$ cat src/sv/tbds_pkg.sv
package tbds_pkg;

   // fixed field widths
   localparam int unsigned CFG_W     = 12;
   localparam int unsigned PIX_W     = 8;
   localparam int unsigned SUM_W     = 12;
   localparam int unsigned OUT_IDX_W = 7;

   // thumbnail index width inside a transaction, wide enough for the largest thumbnail
   localparam int unsigned IDX_MAX_W = 8;

   // decoupling queue between front and back
   localparam int unsigned QUEUE_DEPTH = 4;
   localparam int unsigned QPTR_W      = $clog2(QUEUE_DEPTH);
   localparam int unsigned QCNT_W      = $clog2(QUEUE_DEPTH + 1);

   // register reset values
   localparam logic [CFG_W-1:0] FRAME_WIDTH_RESET  = 12'd640;
   localparam logic [CFG_W-1:0] FRAME_HEIGHT_RESET = 12'd480;

   // register indexes
   typedef enum logic [0:0] {
      CSR_FRAME_WIDTH  = 1'b0,
      CSR_FRAME_HEIGHT = 1'b1
   } csr_index_type;

   // one point sample handed from front to back
   typedef struct packed {
      logic [PIX_W-1:0]     red;
      logic [PIX_W-1:0]     green;
      logic [PIX_W-1:0]     blue;
      logic [IDX_MAX_W-1:0] col;
      logic [IDX_MAX_W-1:0] row;
      logic [1:0]           sub_col;
      logic                 first_row;
      logic                 last;
      logic                 thumb_last;
   } sample_type;

   // per-column channel sums, each wrapping at 12 bits
   typedef struct packed {
      logic [SUM_W-1:0] blue;
      logic [SUM_W-1:0] green;
      logic [SUM_W-1:0] red;
   } csum_type;

   // sum / 12 as (sum >> 2) / 3, the divide by 3 through a reciprocal, exact for every sum below 3072
   function automatic logic [PIX_W-1:0] div12(input logic [SUM_W-1:0] sum);
      logic [20:0] prod;
      prod = 21'(sum[SUM_W-1:2]) * 21'd683;
      return prod[18:11];
   endfunction

endpackage

$ cat src/sv/tbds_queue.sv
module tbds_queue (
   input  logic                 clock,
   input  logic                 reset,
   input  logic                 push,
   input  tbds_pkg::sample_type push_data,
   output logic                 full,
   input  logic                 pop,
   output tbds_pkg::sample_type pop_data,
   output logic                 empty
);

   tbds_pkg::sample_type                entries [tbds_pkg::QUEUE_DEPTH];
   logic [tbds_pkg::QPTR_W-1:0]         wr_ptr_ff, wr_ptr_in, rd_ptr_ff, rd_ptr_in;
   logic [tbds_pkg::QCNT_W-1:0]         count_ff, count_in;

   assign full     = (count_ff == tbds_pkg::QCNT_W'(tbds_pkg::QUEUE_DEPTH));
   assign empty    = (count_ff == '0);
   assign pop_data = entries[rd_ptr_ff];

   // pointer and fill count
   always_comb begin
      wr_ptr_in = wr_ptr_ff;
      rd_ptr_in = rd_ptr_ff;
      if (push) begin
         wr_ptr_in = (wr_ptr_ff == tbds_pkg::QPTR_W'(tbds_pkg::QUEUE_DEPTH - 1))
                     ? '0 : wr_ptr_ff + tbds_pkg::QPTR_W'(1);
      end
      if (pop) begin
         rd_ptr_in = (rd_ptr_ff == tbds_pkg::QPTR_W'(tbds_pkg::QUEUE_DEPTH - 1))
                     ? '0 : rd_ptr_ff + tbds_pkg::QPTR_W'(1);
      end
      count_in = count_ff + tbds_pkg::QCNT_W'(push) - tbds_pkg::QCNT_W'(pop);
   end

   always_ff @(posedge clock) begin
      if (reset) begin
         wr_ptr_ff <= '0;
         rd_ptr_ff <= '0;
         count_ff  <= '0;
      end else begin
         wr_ptr_ff <= wr_ptr_in;
         rd_ptr_ff <= rd_ptr_in;
         count_ff  <= count_in;
      end
   end

   // storage
   always_ff @(posedge clock) begin
      if (push) begin
         entries[wr_ptr_ff] <= push_data;
      end
   end

`ifndef SYNTHESIS
   assert property (@(posedge clock) disable iff (reset) !(full && push))
      else $error("queue written while full");
   assert property (@(posedge clock) disable iff (reset) !(empty && pop))
      else $error("queue read while empty");
   assert property (@(posedge clock) disable iff (reset)
      (push && !pop) |=> (count_ff == $past(count_ff) + tbds_pkg::QCNT_W'(1)))
      else $error("queue fill count lost a transaction");
`endif

endmodule

$ cat config.mk
export PLATFORM = sky130hd
export DESIGN_NAME = tbds_queue
export DESIGN_NICKNAME = d
export VERILOG_FILES = /design/src/sv/tbds_pkg.sv /design/src/sv/tbds_queue.sv
export SDC_FILE = /design/constraint.sdc
export NUM_CORES = 1
export LEC_CHECK = 0
export BUFFER_PORTS_ARGS = -buffer_cell sky130_fd_sc_hd__buf_4
export CORE_MARGIN = 4
export CORE_UTILIZATION = 30
export CTS_CLUSTER_DIAMETER = 150
export CTS_CLUSTER_SIZE = 20
export DETAILED_ROUTE_END_ITERATION = 7
export PLACE_DENSITY = 0.55
export REMOVE_ABC_BUFFERS = 1
export SLEW_MARGIN = 20
export SYNTH_ARGS = -nofsm -noshare
export SYNTH_HDL_FRONTEND = slang
export SYNTH_SLANG_ARGS = --single-unit
$ cat constraint.sdc
create_clock -name clock -period 3.9 [get_ports clock]
set_input_delay 0.585 -clock clock [delete_from_list [all_inputs] [get_ports clock]]
set_output_delay 0.585 -clock clock [all_outputs]
set_load 0.02 [all_outputs]
---- After elaboration in Yosys (flattened, before gate mapping) ----
Memory sizes are Yosys's and may differ from the RTL's. A register that Yosys moved wholly into a read port is not among the register bits.
Index checks and enable logic that the tools add are counted.
operators by class
  add/subtract/negate cells ............... 4
  equal/unequal tests ..................... 3
  mux-type cells .......................... 6
  reduce and logical (&&, ||, !) cells .... 1
operator list
  cell                                                            count
  2-bit 2-to-1 mux                                                4
  2-bit by 1-bit adder with 2-bit output (second input constant)  2
  2-bit == test (second input constant)                           2
  3-bit by 1-bit adder with 3-bit output                          1
  3-bit == test (second input constant)                           1
  3-bit zero test                                                 1
  3-bit by 1-bit subtractor with 3-bit output                     1
  1-bit 2-to-1 mux                                                2
word-level totals
  flip-flop bits (word level) ............. 7
  memory bits (writable) .................. 180
  bits of input ports ..................... 49
  memories kept ........................... 1
memories
  memory   depth  bits a word  read ports  clocked after memory_dff  wr ports  RTL line          RTL
  entries  4      45           1           1                         1         tbds_queue.sv:12  tbds_pkg::sample_type entries [tbds_pkg::QUEUE_DEPTH];

---- Depth between registers and ports, before layout ----
  depth in word-level cells ............... 4
  depth in mapped cells ................... 7

---- Worst setup path before layout ----
No wires, ideal clock.
  path type ............................... input to register
  start ................................... input port push
  end ..................................... memory entries[0][0] (netlist bit), enable pin
  setup time .............................. 407 ps
  data arrival time ....................... 1668 ps
  data required time ...................... 3493 ps
  slack ................................... 1825 ps
  cell stages on the path ................. 1
  path through ............................ and2_1
between the ends
  longest elaborated chain between the ends .. 2
RTL lines
  what                                    RTL line          RTL
  start, declared                         tbds_queue.sv:4   input logic push,
  1-bit 2-to-1 mux                        tbds_queue.sv:49  if (push) begin
  1-bit 2-to-1 mux (implied by the code)  tbds_queue.sv:50  entries[wr_ptr_ff] <= push_data;
  end, declared                           tbds_queue.sv:12
Every way passes these cells.

==> reports/qor_table.md <==
| Metric | This run |
| --- | --- |
| Synth-to-Final Area Change | 23.1% |
| Worst min-delay path category | input pin to register |
| CTS H-Tree Depth | 4 |
| Maximum number of pins on one net before global-route repair | 46 |
| Peak Freq | 352 MHz |
| Signal arrival time at the worst endpoint | 2.26 ns |
| Slew Limit Headroom | 35.4% |
| IO buf count | 95 |
| Internal Pwr Total | 3.48 mW |
| Comb pwr share | 10.4% |
| Number of synthesis warnings | 0 |
| Source-to-sink clock delay at the later pin of the worst-skew pair | 0.42 ns |
| Power density cells | 520 mW/mm^2 |
| DRT Pass-1 Iters | 4 |
| Adder-cell share of the synthesized area | 1.54% |
| Pleak | 2.91 nW |
| Number of global-route vias before repair | 3508 |
| Global-route wire length before repair | 20000 um |
| Proportion of register bits with asynchronous set or reset after synthesis | 0% |
| Num rows | 55 |
| Number of gates resized after cts | 0 |
| Worst hold stages | 1 |
| Library cell with the highest instance count after synthesis | sky130_fd_sc_hd__edfxtp_1 |
| Worst-path maximum fanout | 45 |
| Power share of the clock group | 36.7% |
| Number of flops mapped to enable cells by yosys | 180 |
| Fraction of the mapped netlist area in simple logic gates | 1.29% |
| Reported max-cap violation count | 0 |
| Final setup fails | 0 |
| CTS sink cnt | 189 |
| Count of cell types in the netlist | 21 |
| Half-perimeter wire length of the detailed placement result | 8060 um |
| Fraction of layout instances using a drive strength above 1 | 44.8% |
| Overall power after layout | 4.48 mW |
| Primary flip-flop cell chosen by synthesis mapping | sky130_fd_sc_hd__edfxtp_1 |
| Antenna diode instance count | 0 |
| Hold buffers post-CTS | 0 |
| Total via count after detailed routing | 3098 |
| Sw Pwr | 1.01 mW |
| Total detailed-routing wirelength | 13000 um |
| Peak supply drop | 0.000257 V |
| Top cell type by total area after synthesis | sky130_fd_sc_hd__edfxtp_1 |
| Setup repair after global routing missed its margin | no |
| Post-DRT Antenna Nets | 0 |
| Effective utilization at floorplan | 30.8% |
| Data required time of the critical path | 3.31 ns |
| Minimum clock period | 2.84 ns |
| Cells after synthesis | 278 |
| Setup Skew | 0.0103 ns |
| Number of buffers created by CTS | 17 |
| Share of synthesized area occupied by flip-flops and latches | 79.7% |
| Die W | 161 um |
| R2R depth | 4 |
| Area fraction in compound gates after synthesis | 0.143% |
| Fraction of synthesized cell area taken by the top area cell type | 77.1% |
| Worst Setup Path Type | register to output port |
| Vertical extent of the die | 161 um |
| Average wire length per cell after detail routing | 18.2 um |
| Type of destination of the critical path | output port |
| Total negative slack for setup checks | 0 ns |
| Share of total power in sequential cells | 52.9% |
| Post-CTS setup-driven buffer insertion count | 0 |
| DIE AREA | 0.0259 mm^2 |
| Global router's overall resource usage | 10.4% |
| Congestion Overflow GR | 0 |
| Mux share of post-synthesis cell area | 15.0% |
| Setup crit start kind | register |
| Pin slew with the least headroom to its limit | 0.970 ns |
| Clock tree buffer depth | 2 |
| Dominant combinational cell family by area after synthesis | multiplexers |
| Nets | 446 |
| CTS root buffer | sky130_fd_sc_hd__clkbuf_16 |
| Switching part of the total | 22.5% |
| Post-synthesis share of cell area spent on xor and xnor gates | 0.339% |
| Final worst path period share | 72.9% |
| Iteration-0 DRC count of the detailed router | 204 |
| Summed instance area of the synthesized netlist | 0.00701 mm^2 |
| Number of standard cells in the final layout excluding fillers | 715 |
| CTS tree | yes |
| Total count of hold-check failures in the final report | 0 |
| Final worst hold slack | 0.362 ns |
| Final GP Congestion | 0.649 |
| Synth area leaders | sky130_fd_sc_hd__edfxtp_1 (77%), sky130_fd_sc_hd__mux4_2 (13%), sky130_fd_sc_hd__dfxtp_1 (2.6%), sky130_fd_sc_hd__mux4_1 (1.9%), sky130_fd_sc_hd__ha_1 (1.2%) |
| Average instance area after synthesis | 25.2 um^2 |
| Number of design rule violations left after detail routing | 0 |
| I/O pin cnt | 96 |
| Result of the run | complete, no violations |
| Most used standard cells in the synthesized netlist | sky130_fd_sc_hd__edfxtp_1 (180), sky130_fd_sc_hd__mux4_2 (40), sky130_fd_sc_hd__dfxtp_1 (9), sky130_fd_sc_hd__ha_1 (7), sky130_fd_sc_hd__inv_1 (6) |
| Per-cell via count in the routed design | 4.33 |
| Antenna violations before repair | 0 |
| Area inside the core boundary | 0.0228 mm^2 |
| Register bit count reported by yosys | 189 |
| Fin. max-slew vios | 0 |
| Placed Instances | 683 |
| Register clock-pin slew on the reported worst setup and hold paths | 0.07 ns |
==> per-stage QoR <==
stage	area [um^2]	setup WS, ns	util (%)
finish	8630	1.06	37.9
global route	8630	0.838	37.9
CTS	8630	0.943	37.9
detailed placement	8060	1.42	35.4
global placement	8060	1.42	35.4
floorplan	6890	0.591	-
==> state kept, by name (all words and copies together) (netlist names), named ones only <==
register	cells
entries	180
wr_ptr_ff	2
count_ff	3
rd_ptr_ff	2
==> logic make-up after synthesis <==
logic type,after synthesis
flops,189
mux,47
buf+inv,16
simple gates,15
fa+ha+maj,8
compound gates,2
xor+xnor,1
==> placed cells by master (no fill, tap or decap) <==
master / instances
sky130_fd_sc_hd__a21oi_1: 2
sky130_fd_sc_hd__and2_2: 4
sky130_fd_sc_hd__and3_1: 1
sky130_fd_sc_hd__buf_4: 102
sky130_fd_sc_hd__bufinv_16: 1
sky130_fd_sc_hd__clkbuf_1: 2
sky130_fd_sc_hd__clkbuf_16: 17
sky130_fd_sc_hd__clkbuf_8: 2
sky130_fd_sc_hd__clkinv_2: 2
sky130_fd_sc_hd__clkinv_4: 1
sky130_fd_sc_hd__clkinvlp_4: 3
sky130_fd_sc_hd__dfxtp_1: 7
sky130_fd_sc_hd__dfxtp_2: 1
sky130_fd_sc_hd__dfxtp_4: 1
sky130_fd_sc_hd__edfxtp_1: 180
sky130_fd_sc_hd__fa_1: 1
sky130_fd_sc_hd__ha_1: 7
sky130_fd_sc_hd__inv_1: 6
sky130_fd_sc_hd__inv_6: 3
sky130_fd_sc_hd__inv_8: 1
sky130_fd_sc_hd__mux2i_1: 2
sky130_fd_sc_hd__mux4_1: 5
sky130_fd_sc_hd__mux4_2: 40
sky130_fd_sc_hd__nand2b_1: 2
sky130_fd_sc_hd__nor2_1: 3
sky130_fd_sc_hd__nor2b_1: 2
sky130_fd_sc_hd__nor3_1: 1
sky130_fd_sc_hd__or3b_2: 2
sky130_fd_sc_hd__xor3_1: 1
==> worst paths after layout <==
check                                   start  slack, ns             end
worst max-delay path                 register       1.06    pop_data[36]
worst min-delay path            push_data[17]       0.36  entries[2][17]
worst max register to register   wr_ptr_ff[0]       1.87  entries[0][39]
worst min register to register   wr_ptr_ff[0]       0.53    wr_ptr_ff[0]
==> routing by layer <==
| metal | wire, um | GRT usage [%] | part of all wire, % | vias up |
|---|---|---|---|---|
| li1 | - | - | - | 1394 |
| met1 | 5460 | 12.7 | 42 | 1639 |
| met2 | 6810 | 17.6 | 52 | 56 |
| met3 | 566 | 3.10 | 4.4 | 9 |
| met4 | 154 | 3.49 | 1.2 | 0 |
| met5 | 0 | 0 | 0 | - |
==> area by class of cell <==
cell class | instances | area [um^2]
fill | 2077 | 14100
sequential | 189 | 5590
multi-input combinational | 73 | 1290
timing repair buffer | 102 | 766
clock buffer | 21 | 460
tap | 313 | 392
clock inverter | 11 | 109
inverter | 6 | 22.5
==> worst max-delay path: stages (launching register included) <==
cell and delay, ns:
sky130_fd_sc_hd__dfxtp_4 0.98, sky130_fd_sc_hd__mux4_1 0.65, sky130_fd_sc_hd__buf_4 0.17
==> power by group through the flow <==
stage | clock network [mW] | logic, mW | registers, mW
2_1_floorplan | 0 | 0.266 | 2.40
3_3_place_gp | 0 | 0.470 | 2.41
3_5_place_dp | 0 | 0.479 | 2.42
4_1_cts | 1.70 | 0.480 | 2.38
5_1_grt | 1.80 | 0.501 | 2.38
6_report | 1.65 | 0.467 | 2.37
(Power assumes the default switching activity.)
